[src/rtl/tkps_pkg.sv]
// Package for the top-k priority selector: sizes, entry type, control structs
// and the ranking function used by the cells and the top level.
// Depends on nothing.
`timescale 1ns / 1ps

package tkps_pkg;

    localparam int CAPACITY   = 4;
    localparam int MAX_RADIUS = 1023;

    localparam int COORD_W    = 32;
    localparam int OFS_W      = 11;
    localparam int OUT_DIST_W = 21;
    // Wide enough to hold any offset and any radius as a signed value.
    localparam int WIDE_W     = 17;

    // An 11-bit offset never exceeds 1024 in magnitude, whatever the radius.
    localparam int MAG_MAX = (MAX_RADIUS < 1024) ? MAX_RADIUS : 1024;
    localparam int MAG_W   = $clog2(MAG_MAX + 1);
    localparam int DIST_W  = $clog2(2 * MAG_MAX * MAG_MAX + 1);

    typedef enum logic
    {
        OP_OFFER = 1'b0,
        OP_FLUSH = 1'b1
    } op_t;

    typedef enum logic
    {
        ST_COLLECT,
        ST_DRAIN
    } state_t;

    typedef struct packed
    {
        logic [COORD_W-1:0] x;
        logic [COORD_W-1:0] y;
        logic               vis;
        logic [DIST_W-1:0]  dist_sq;
    } entry_t;

    typedef struct packed
    {
        logic   valid;
        op_t    op;
        entry_t entry;
    } stage_t;

    typedef struct packed
    {
        logic offer;
        logic shift;
    } cell_ctrl_t;

    // True when candidate a ranks strictly ahead of entry b.
    function automatic logic beats(entry_t a, entry_t b);
        logic result;
        if (a.vis != b.vis)
        begin
            result = a.vis;
        end
        else
        begin
            result = (a.dist_sq < b.dist_sq);
        end
        return result;
    endfunction

    // Magnitude of an offset after clamping it to the radius.
    function automatic logic [MAG_W-1:0] offset_mag(logic signed [OFS_W-1:0] ofs);
        logic signed [WIDE_W-1:0] wide;
        logic        [WIDE_W-1:0] mag;
        wide = WIDE_W'(ofs);
        if (wide < 0)
        begin
            mag = WIDE_W'(-wide);
        end
        else
        begin
            mag = WIDE_W'(wide);
        end
        if (mag > WIDE_W'(MAX_RADIUS))
        begin
            mag = WIDE_W'(MAX_RADIUS);
        end
        return mag[MAG_W-1:0];
    endfunction

endpackage

[src/rtl/tkps_if.sv]
// Valid/ready channel interfaces for the candidate input and the result output.
// Depends on tkps_pkg.
`timescale 1ns / 1ps

interface tkps_in_if;
    logic                                  valid;
    logic                                  ready;
    tkps_pkg::op_t                         operation;
    logic signed [tkps_pkg::COORD_W-1:0]   pos_x;
    logic signed [tkps_pkg::COORD_W-1:0]   pos_y;
    logic signed [tkps_pkg::OFS_W-1:0]     offset_x;
    logic signed [tkps_pkg::OFS_W-1:0]     offset_y;
    logic                                  visible;

    modport source (output valid, operation, pos_x, pos_y, offset_x, offset_y, visible,
                    input ready);
    modport sink   (input valid, operation, pos_x, pos_y, offset_x, offset_y, visible,
                    output ready);
endinterface

interface tkps_out_if;
    logic                                  valid;
    logic                                  ready;
    logic signed [tkps_pkg::COORD_W-1:0]   out_x;
    logic signed [tkps_pkg::COORD_W-1:0]   out_y;
    logic                                  out_visible;
    logic        [tkps_pkg::OUT_DIST_W-1:0] out_dist_sq;
    logic                                  last;

    modport source (output valid, out_x, out_y, out_visible, out_dist_sq, last,
                    input ready);
    modport sink   (input valid, out_x, out_y, out_visible, out_dist_sq, last,
                    output ready);
endinterface

[src/rtl/tkps_dist.sv]
// Input stage: clamps the offsets, squares them and registers the candidate
// with its distance. Depends on tkps_pkg and tkps_if.
`timescale 1ns / 1ps

module tkps_dist
(
    input  logic              clk,
    input  logic              rst_n,
    tkps_in_if.sink           req,
    input  logic              hold,
    output tkps_pkg::stage_t  stage
);

    logic                          valid_reg;
    logic                          valid_next;
    tkps_pkg::op_t                 op_reg;
    tkps_pkg::entry_t              entry_reg;
    logic [tkps_pkg::MAG_W-1:0]    mag_x;
    logic [tkps_pkg::MAG_W-1:0]    mag_y;
    logic [2*tkps_pkg::MAG_W-1:0]  sq_x;
    logic [2*tkps_pkg::MAG_W-1:0]  sq_y;
    logic [tkps_pkg::DIST_W-1:0]   dist_sq;
    logic                          accept;

    assign req.ready = !hold;
    assign accept    = req.valid && req.ready;

    assign mag_x   = tkps_pkg::offset_mag(req.offset_x);
    assign mag_y   = tkps_pkg::offset_mag(req.offset_y);
    assign sq_x    = mag_x * mag_x;
    assign sq_y    = mag_y * mag_y;
    assign dist_sq = tkps_pkg::DIST_W'(sq_x) + tkps_pkg::DIST_W'(sq_y);

    // The stage drains whenever the chain is not busy, which is exactly when
    // a new transaction can be accepted.
    always_comb
    begin
        priority if (accept)
        begin
            valid_next = 1'b1;
        end
        else if (!hold)
        begin
            valid_next = 1'b0;
        end
        else
        begin
            valid_next = valid_reg;
        end
    end

    always_ff @(posedge clk or negedge rst_n)
    begin
        if (!rst_n)
        begin
            valid_reg <= 1'b0;
        end
        else
        begin
            valid_reg <= valid_next;
        end
    end

    always_ff @(posedge clk)
    begin
        if (accept)
        begin
            op_reg            <= req.operation;
            entry_reg.x       <= req.pos_x;
            entry_reg.y       <= req.pos_y;
            entry_reg.vis     <= req.visible;
            entry_reg.dist_sq <= dist_sq;
        end
    end

    assign stage = '{valid: valid_reg, op: op_reg, entry: entry_reg};

endmodule

[src/rtl/tkps_cell.sv]
// One slot of the sorted chain: holds an entry, takes the newcomer or its
// upper neighbor on an offer, and takes its lower neighbor on a drain shift.
// Depends on tkps_pkg.
`timescale 1ns / 1ps

module tkps_cell
(
    input  logic                  clk,
    input  logic                  rst_n,
    input  tkps_pkg::cell_ctrl_t  ctrl,
    input  tkps_pkg::entry_t      new_entry,
    input  tkps_pkg::entry_t      prev_entry,
    input  logic                  prev_valid,
    input  logic                  prev_better,
    input  tkps_pkg::entry_t      next_entry,
    input  logic                  next_valid,
    output tkps_pkg::entry_t      entry,
    output logic                  valid,
    output logic                  better
);

    tkps_pkg::entry_t entry_reg;
    tkps_pkg::entry_t entry_next;
    logic             valid_reg;
    logic             valid_next;

    // An empty slot loses to any candidate. Because the chain is sorted, the
    // newcomer lands in the first slot it beats whose upper neighbor it does not.
    assign better = !valid_reg || tkps_pkg::beats(new_entry, entry_reg);

    always_comb
    begin
        entry_next = entry_reg;
        valid_next = valid_reg;
        priority if (ctrl.shift)
        begin
            entry_next = next_entry;
            valid_next = next_valid;
        end
        else if (ctrl.offer && better)
        begin
            entry_next = prev_better ? prev_entry : new_entry;
            valid_next = valid_reg || prev_valid;
        end
    end

    always_ff @(posedge clk or negedge rst_n)
    begin
        if (!rst_n)
        begin
            valid_reg <= 1'b0;
        end
        else
        begin
            valid_reg <= valid_next;
        end
    end

    always_ff @(posedge clk)
    begin
        entry_reg <= entry_next;
    end

    assign entry = entry_reg;
    assign valid = valid_reg;

endmodule

[src/rtl/top_k_priority_selector.sv]
// Path: an offer goes through the distance stage register into the chain cells; a
// flush of a non-empty chain sends its entries through the output register, one per
// cycle while the receiver is ready. Throughput: one offer per cycle while no drain
// holds the input, set by the single compare in each chain cell.
// Reset clears the stage and cell valid bits, the drain state and the output valid
// bit; entry payloads are left undefined and are never read before they are written.
`timescale 1ns / 1ps

module top_k_priority_selector
(
    input  logic       clk,
    input  logic       rst_n,
    tkps_in_if.sink    req,
    tkps_out_if.source rsp
);

    localparam int CAP = tkps_pkg::CAPACITY;

    tkps_pkg::stage_t      stage;
    tkps_pkg::cell_ctrl_t  ctrl;
    tkps_pkg::state_t      state_reg;
    tkps_pkg::state_t      state_next;

    tkps_pkg::entry_t      cell_entry  [CAP];
    tkps_pkg::entry_t      prev_entry  [CAP];
    tkps_pkg::entry_t      next_entry  [CAP];
    logic [CAP-1:0]        cell_valid;
    logic [CAP-1:0]        cell_better;
    logic [CAP-1:0]        prev_valid;
    logic [CAP-1:0]        prev_better;
    logic [CAP-1:0]        next_valid;

    tkps_pkg::entry_t      out_reg;
    logic                  out_last_reg;
    logic                  out_valid_reg;
    logic                  out_valid_next;
    logic                  hold;
    logic                  last_now;
    logic [tkps_pkg::DIST_W+tkps_pkg::OUT_DIST_W-1:0] dist_wide;

    tkps_dist u_dist
    (
        .clk   (clk),
        .rst_n (rst_n),
        .req   (req),
        .hold  (hold),
        .stage (stage)
    );

    genvar i;
    generate
        for (i = 0; i < CAP; i++)
        begin : g_cell
            if (i == 0)
            begin : g_head
                assign prev_entry[i]  = stage.entry;
                assign prev_valid[i]  = 1'b1;
                assign prev_better[i] = 1'b0;
            end
            else
            begin : g_body
                assign prev_entry[i]  = cell_entry[i-1];
                assign prev_valid[i]  = cell_valid[i-1];
                assign prev_better[i] = cell_better[i-1];
            end

            if (i == CAP - 1)
            begin : g_tail
                assign next_entry[i] = stage.entry;
                assign next_valid[i] = 1'b0;
            end
            else
            begin : g_link
                assign next_entry[i] = cell_entry[i+1];
                assign next_valid[i] = cell_valid[i+1];
            end

            tkps_cell u_cell
            (
                .clk         (clk),
                .rst_n       (rst_n),
                .ctrl        (ctrl),
                .new_entry   (stage.entry),
                .prev_entry  (prev_entry[i]),
                .prev_valid  (prev_valid[i]),
                .prev_better (prev_better[i]),
                .next_entry  (next_entry[i]),
                .next_valid  (next_valid[i]),
                .entry       (cell_entry[i]),
                .valid       (cell_valid[i]),
                .better      (cell_better[i])
            );
        end
    endgenerate

    // The head entry is the final one of a drain when nothing stands behind it.
    assign last_now = !next_valid[0];

    always_comb
    begin
        state_next     = state_reg;
        hold           = 1'b0;
        ctrl.offer     = 1'b0;
        ctrl.shift     = 1'b0;
        unique case (state_reg)
            tkps_pkg::ST_COLLECT:
            begin
                ctrl.offer = stage.valid && (stage.op == tkps_pkg::OP_OFFER);
                if (stage.valid && (stage.op == tkps_pkg::OP_FLUSH) && cell_valid[0])
                begin
                    state_next = tkps_pkg::ST_DRAIN;
                end
            end
            tkps_pkg::ST_DRAIN:
            begin
                hold       = 1'b1;
                ctrl.shift = !out_valid_reg || rsp.ready;
                if (ctrl.shift && last_now)
                begin
                    state_next = tkps_pkg::ST_COLLECT;
                end
            end
            default:
            begin
                state_next = tkps_pkg::ST_COLLECT;
            end
        endcase

        priority if (ctrl.shift)
        begin
            out_valid_next = 1'b1;
        end
        else if (rsp.ready)
        begin
            out_valid_next = 1'b0;
        end
        else
        begin
            out_valid_next = out_valid_reg;
        end
    end

    always_ff @(posedge clk or negedge rst_n)
    begin
        if (!rst_n)
        begin
            state_reg     <= tkps_pkg::ST_COLLECT;
            out_valid_reg <= 1'b0;
        end
        else
        begin
            state_reg     <= state_next;
            out_valid_reg <= out_valid_next;
        end
    end

    always_ff @(posedge clk)
    begin
        if (ctrl.shift)
        begin
            out_reg      <= cell_entry[0];
            out_last_reg <= last_now;
        end
    end

    assign dist_wide       = {tkps_pkg::OUT_DIST_W'(0), out_reg.dist_sq};
    assign rsp.valid       = out_valid_reg;
    assign rsp.out_x       = out_reg.x;
    assign rsp.out_y       = out_reg.y;
    assign rsp.out_visible = out_reg.vis;
    assign rsp.out_dist_sq = dist_wide[tkps_pkg::OUT_DIST_W-1:0];
    assign rsp.last        = out_last_reg;

    // Held entries always fill the chain from the head with no gaps.
    a_valid_contiguous: assert property (@(posedge clk) disable iff (!rst_n)
        (cell_valid & (cell_valid + CAP'(1))) == '0)
        else $error("chain valid bits are not contiguous from the head");

    // The shift that emits the final entry leaves the chain empty.
    a_drain_empties: assert property (@(posedge clk) disable iff (!rst_n)
        (ctrl.shift && last_now) |=> (cell_valid == '0))
        else $error("chain not empty after the final drained entry");

    // No offer reaches the chain while it is draining.
    a_no_offer_in_drain: assert property (@(posedge clk) disable iff (!rst_n)
        (state_reg == tkps_pkg::ST_DRAIN) |-> !ctrl.offer)
        else $error("offer applied to the chain during a drain");

    generate
        for (i = 1; i < CAP; i++)
        begin : g_order_chk
            // No held entry ranks strictly ahead of the one above it.
            a_sorted: assert property (@(posedge clk) disable iff (!rst_n)
                cell_valid[i] |-> !tkps_pkg::beats(cell_entry[i], cell_entry[i-1]))
                else $error("chain entries out of order");
        end
    endgenerate

endmodule

[src/flat_wrapper.sv]
// flat-port wrapper written by rule: the top's interface ports become plain ports
module top_k_priority_selector_flat 
  (clk, rst_n, req_valid, req_operation, req_pos_x, req_pos_y, req_offset_x, req_offset_y, req_visible, req_ready, rsp_valid, rsp_out_x, rsp_out_y, rsp_out_visible, rsp_out_dist_sq, rsp_last, rsp_ready);
  tkps_in_if req_i ();
  tkps_out_if rsp_i ();
  input  logic clk;
  input  logic rst_n;
  input wire logic [$bits(req_i.valid)-1:0] req_valid;
  input wire logic [$bits(req_i.operation)-1:0] req_operation;
  input wire logic [$bits(req_i.pos_x)-1:0] req_pos_x;
  input wire logic [$bits(req_i.pos_y)-1:0] req_pos_y;
  input wire logic [$bits(req_i.offset_x)-1:0] req_offset_x;
  input wire logic [$bits(req_i.offset_y)-1:0] req_offset_y;
  input wire logic [$bits(req_i.visible)-1:0] req_visible;
  output wire logic [$bits(req_i.ready)-1:0] req_ready;
  output wire logic [$bits(rsp_i.valid)-1:0] rsp_valid;
  output wire logic [$bits(rsp_i.out_x)-1:0] rsp_out_x;
  output wire logic [$bits(rsp_i.out_y)-1:0] rsp_out_y;
  output wire logic [$bits(rsp_i.out_visible)-1:0] rsp_out_visible;
  output wire logic [$bits(rsp_i.out_dist_sq)-1:0] rsp_out_dist_sq;
  output wire logic [$bits(rsp_i.last)-1:0] rsp_last;
  input wire logic [$bits(rsp_i.ready)-1:0] rsp_ready;
  assign req_i.valid = req_valid;
  assign req_i.operation = req_operation;
  assign req_i.pos_x = req_pos_x;
  assign req_i.pos_y = req_pos_y;
  assign req_i.offset_x = req_offset_x;
  assign req_i.offset_y = req_offset_y;
  assign req_i.visible = req_visible;
  assign req_ready = req_i.ready;
  assign rsp_valid = rsp_i.valid;
  assign rsp_out_x = rsp_i.out_x;
  assign rsp_out_y = rsp_i.out_y;
  assign rsp_out_visible = rsp_i.out_visible;
  assign rsp_out_dist_sq = rsp_i.out_dist_sq;
  assign rsp_last = rsp_i.last;
  assign rsp_i.ready = rsp_ready;
  top_k_priority_selector u_core (.clk(clk), .rst_n(rst_n), .req(req_i), .rsp(rsp_i));
endmodule
[config.mk]
export PLATFORM = sky130hd
export DESIGN_NAME = top_k_priority_selector_flat
export DESIGN_NICKNAME = d
export VERILOG_FILES = /design/src/rtl/tkps_pkg.sv /design/src/rtl/tkps_if.sv /design/src/rtl/tkps_dist.sv /design/src/rtl/tkps_cell.sv /design/src/rtl/top_k_priority_selector.sv /design/src/flat_wrapper.sv
export SDC_FILE = /design/constraint.sdc
export NUM_CORES = 1
export LEC_CHECK = 0
export ABC_AREA = 1
export CORE_UTILIZATION = 50
export DETAILED_ROUTE_END_ITERATION = 12
export DONT_BUFFER_PORTS = 1
export GPL_TIMING_DRIVEN = 0
export PLACE_DENSITY = 0.64
export SKIP_CTS_REPAIR_TIMING = 1
export SLEW_MARGIN = 20
export SYNTH_ARGS = -nofsm -noshare
export SYNTH_HDL_FRONTEND = slang
export SYNTH_SLANG_ARGS = --single-unit
export TNS_END_PERCENT = 100
[constraint.sdc]
create_clock -name clk -period 14.5 [get_ports clk]
set_input_delay 1.45 -clock clk [delete_from_list [all_inputs] [get_ports clk]]
set_output_delay 1.45 -clock clk [all_outputs]
set_load 0.005 [all_outputs]
Word level (Yosys, flattened, before mapping). Index checks and enable logic that the tools add are counted.

Register bits: 525. Bits of input ports: 92. Output and inout port bits: 89.

Add/sub/neg operators: 3. Multipliers: 2. Order comparisons: 8. Equality and inequality tests: 5. Muxes and demuxes: 37. Bitwise logic cells: 2. Reductions and logical operators: 28.

Operators with widths (number): 86-bit two-way mux (11); 21-bit less-than comparator (4); 10-bit by 10-bit multiplier with 20-bit output (2); 17-bit by 10-bit > comparator with 1-bit output (second input constant) (2); 17-bit two-way mux (2); 11-bit negation with 17-bit output (2); 11-bit by 1-bit less-than comparator with 1-bit output (second input constant) (2); 20-bit by 20-bit adder with 21-bit output (1); 1-bit two-way mux (21); 10-bit two-way mux (2); 2-bit nonzero test (5); 1-bit logical AND (9); 1-bit logical OR (8); 1-bit logical NOT (6); 1-bit inequality test (4); 2-bit by 1-bit inequality test with 1-bit output (second input constant) (1); 1-bit NOT (2); 1-bit case mux with 2 select lines (1).

Logic depth before layout (Yosys ltp).
Depth in word-level cells: 6. Gate-level depth with buffers: 34.

Modules after synthesis. A second synthesis with hierarchy kept.

Cells, all modules: 3402. Area total of the unflattened synthesis: 31747.9 sq um.

By module, submodules not included: tkps_cell (times used 4, cells an instance 584, area an instance 4928.5 sq um, seq. area each 2607.5 sq um); tkps_dist (times used 1, cells an instance 964, area an instance 9312.7 sq um, seq. area each 2637.5 sq um); top_k_priority_selector (times used 1, cells an instance 102, area an instance 2721.4 sq um, seq. area each 2662.6 sq um).

Worst setup path before layout. OpenSTA, ideal clock, no wires.

Path kind: input to register. Start point: in req_offset_y[0]. End point: reg u_core.u_dist.entry_reg (netlist bit u_core.u_dist.stage[18]), data pin. Library setup time: 261 ps. Data arrival time: 7566 ps. Slack: 6673 ps. Cell stages on the path: 29. Buffers on the path: 1. Cells stage by stage: inv_1 -> ha_1 -> inv_1 -> nor3_1 -> nand3_1 -> or2_1 -> buf_6 -> clkinv_4 -> a21oi_2 -> o21ai_2 -> inv_4 -> nor2_1 -> fa_1 -> fa_1 -> inv_1 -> fa_1 -> inv_1 -> fa_1 -> fa_1 -> fa_1 -> inv_1 -> fa_1 -> inv_1 -> ha_1 -> nand4_1 -> o21ai_0 -> nand4_1 -> nand2_1 -> xor2_1.

Word-level cells in the longest chain between the ends: 6. Elaborated cells on any way between the ends: 7. Those cells by class: 2 x add/sub; 1 x mul; 2 x order compare; 2 x mux.

RTL lines: start, declared (RTL line flat_wrapper.sv:13) `input wire logic [$bits(req_i.offset_y)-1:0] req_offset_y;`; 11-bit negation with 17-bit output or 11-bit by 1-bit less-than comparator with 1-bit output (tied branches) (RTL line tkps_pkg.sv:76, tkps_pkg.sv:74); 17-bit two-way mux (*) (RTL line tkps_pkg.sv:74) `if (wide < 0)`; 17-bit by 10-bit > comparator with 1-bit output (RTL line tkps_pkg.sv:82) `if (mag > WIDE_W'(MAX_RADIUS))`; 10-bit two-way mux (*) (RTL line tkps_pkg.sv:82); 10-bit by 10-bit multiplier with 20-bit output (*) (RTL line tkps_dist.sv:31) `assign sq_y = mag_y * mag_y;`; 20-bit by 20-bit adder with 21-bit output (*) (RTL line tkps_dist.sv:32) `assign dist_sq = tkps_pkg::DIST_W'(sq_x) + tkps_pkg::DIST_W'(sq_y);`; named net u_core.u_dist.dist_sq (one bit) (RTL line tkps_dist.sv:22) `logic [tkps_pkg::DIST_W-1:0] dist_sq;`; end, declared (RTL line tkps_dist.sv:17) `tkps_pkg::entry_t entry_reg;`.

The timed path passes the listed nets; every way through them passes the cells marked *. A chain may end at the register's enable or synchronous reset.

Worst setup path in the final report. Ends and elaborated chain as after synthesis.

==> flow_summary_export.csv <==
group,metric,value,unit
critical_path,critPathCaptureType,"flop",
routing,wl,80.5,mm
routing,drt_iter0_markers,1959,
floorplanning,die_area,0.0640,mm²
layout,finalInstanceArea,0.0348,mm²
critical_path,worstReg2RegStart,"u_core.u_dist.stage[20]$_DFFE_PP_",
sta,skew,0.0295,ns
critical_path,crit_path_end,"u_core.u_dist.stage[18]$_DFFE_PP_",
sta,drv_slew,0,
critical_path,max_stage_delay,0.55,ns
synth,yosys.area.top_type,"edfxtp_1",
synth,avgSynthCellArea,9.24,µm²
clock_network,clk_pin_slew,0.07,ns
layout,nets,3868,
routing,via_count,22900,
clock_network,cts_sinks,525,
clock_network,clk_latency,0.63,ns
synth,synth_enable_flop_cells,518,
placed_design,dp_cells,4257,
critical_path,cp_top_family,"adder cells",
global_routing,grt-ovfl-total,0,
synth,yosysSeqAreaShare,50.0,%
sta,max_freq,127,MHz
routing,ant_nets,0,
synth,async_flop_share,1.33,%
clock_network,cts_tree,"done",
sta,finalCritPeriodShare,54.3,%
critical_path,crit_cells,29,
placed_design,place_area,0.0329,mm²
critical_path,cp.required,14.86,ns
synth,synth_area,0.0315,mm²
global_routing,grt_start_max_net_pins,47,
synth,synth_top_area_share,49.4,%
floorplanning,num_io_pins,181,
floorplanning,die_y,253,µm
synth,yosysMostFrequentCell,"nand2_1",
global_routing,grt_pass1_wl,126,mm
global_routing,grt_use_total,25.6,%
synth,ys_warn_count,0,
sta,worst_pin_slew,1.01,ns
synth,ys_top_cells_by_area,"edfxtp_1 (49%), nand2_1 (12%), fa_1 (8.3%)",
placed_design,hpwl,57.9,mm
routing,first_pass_iters,6,
critical_path,cp_num_buf_inv,9,
critical_path,path_max_fanout,7,
sta,finalSetupTns,0,ns
global_routing,antenna_found_initial,1,
run,max_cap_violations,0,
synth,ys_ff_latch,525,
clock_network,ctsRootBufferMaster,"clkbuf_16",
layout,area_growth,10.5,%
sta,setup_viol,0,
clock_network,cts_max_path_buffers,3,
clock_network,htree_levels,2,
critical_path,critPathSlowestCell,"fa_1",
routing,viasPerCell,5.24,
layout,stdcell_count,4362,
sta,layout_min_cycle_time,7.87,ns
run_status,status,"finished clean",
sta,rsz0062_at_grt,"false",
synth,synth_nets,3798,
layout,drive_gt1_share,5.42,%
critical_path,rr_worst_depth,13,
critical_path,crit_type,"primary input to flop",
critical_path,cpMostUsedCell,"fa_1",
synth,synth_cells,3408,
layout,largest_register_ff_count,344,
critical_path,startpoint_type,"primary input",
critical_path,r2r_setup_slack,10.64,ns
synth,ys.flop_type,"edfxtp_1",
layout,diodes,0,
routing,drc,0,
synth,yosysUniqueCellTypes,40,
placed_design,numPortBuffers,0,
global_routing,grt_pass1_vias,22700,
synth,synth_top_cells_by_count,"nand2_1 (1,009), inv_1 (586), edfxtp_1 (518)",
placed_design,routabilityCongestion,0.878,
critical_path,cp.arrival,8.23,ns
sta,hold_viol,0,
critical_path,crit_start,"req_offset_y[0]",
floorplanning,start_util,50.8,%
clock_network,cts_made_buffers,56,
floorplanning,num_rows,91,
hold_path,holdCritPathClass,"flop to flop",
critical_path,r2r_end,"u_core.g_cell[1].u_cell.entry[68]$_DFFE_PP_",
floorplanning,core-area,0.0619,mm²
floorplanning,dieWidth,253,µm
routing,wire_per_inst,18.4,µm
sta,max_slew_margin,32.7,%
==> placed cells by master (no fill, tap or decap), types with 7 or more instances in the layout <==
cell	count
buf_16	7
xor2_1	14
dfrtp_1	7
clkbuf_16	57
bufinv_16	10
inv_2	11
edfxtp_1	518
nor2_1	96
nand2_1	1005
nand3_2	7
ha_1	167
a21oi_1	43
nand4_1	11
clkinv_1	13
nand2_2	7
buf_2	29
fa_1	131
buf_1	14
inv_1	586
o21ai_0	137
buf_4	9
xnor2_1	11
clkbuf_1	95
clkinv_2	11
nand3_1	456
==> per-stage QoR <==
stage               worst slack [ns]  util (%)  hold WS (ns)
global placement                6.07      52.5         0.431
finish                          6.63      56.2         0.444
global route                    6.18      56.2         0.455
detailed placement              6.03      53.1         0.434
floorplan                       6.67         -         0.426
CTS                             6.65      56.2         0.436
==> final cells by class <==
class | count | area, µm²
fillers | 5642 | 27200
flip-flops and latches | 525 | 15700
multi-input cells | 2140 | 12900
inverters | 601 | 2270
clock buffers | 67 | 1460
well taps | 837 | 1050
plain buffers | 142 | 637
clock inverters | 38 | 465
repair buffers | 12 | 293
==> logic make-up (layout without fill, tap and decap cells) <==
family / after synthesis / in the layout / synth area share (%)
xor+xnor: 25 / 25 / 0.696
compound gates: 205 / 205 / 3.56
buf+inv: 743 / 860 / 9.22
flops: 525 / 525 / 50.0
simple gates: 1612 / 1612 / 21.6
fa+ha+maj: 298 / 298 / 15.0
==> per-layer routing <==
layer / up-vias / track usage, % / share of wire [%]
met2: 778 / 43.0 / 48
met3: 128 / 4.34 / 7.0
met1: 10800 / 33.9 / 43
li1: 11100 / - / -
met5: - / 0 / 0
met4: 0 / 7.57 / 2.5
==> how the worst min path moves through the flow <==
stage                                                           start                                   end  slack [ns]  cells after the start
final                     u_core.g_cell[0].u_cell.entry[19]$_DFFE_PP_  u_core.rsp.out_dist_sq[19]$_DFFE_PP_        0.44                      0
after global routing      u_core.g_cell[0].u_cell.entry[49]$_DFFE_PP_        u_core.rsp.out_y[27]$_DFFE_PP_        0.46                      0
after CTS                 u_core.g_cell[0].u_cell.entry[19]$_DFFE_PP_  u_core.rsp.out_dist_sq[19]$_DFFE_PP_        0.44                      0
after detailed placement  u_core.g_cell[0].u_cell.entry[77]$_DFFE_PP_        u_core.rsp.out_x[23]$_DFFE_PP_        0.43                      0
after global placement    u_core.g_cell[0].u_cell.entry[36]$_DFFE_PP_        u_core.rsp.out_y[14]$_DFFE_PP_        0.43                      0
after floorplan            u_core.g_cell[0].u_cell.entry[0]$_DFFE_PP_   u_core.rsp.out_dist_sq[0]$_DFFE_PP_        0.43                      0
==> worst register-to-register path: cells and delay by family (launching register included) <==
family	cells	cell delay [ns]
AND/OR/NAND/NOR	8	1.70
buffers and inverters	4	0.89
flip-flops	1	0.54
adder cells (fa/ha/maj)	1	0.40
Power is not shown: default switching activity piles up to over one toggle a cycle in this logic, so the estimate is an artifact.
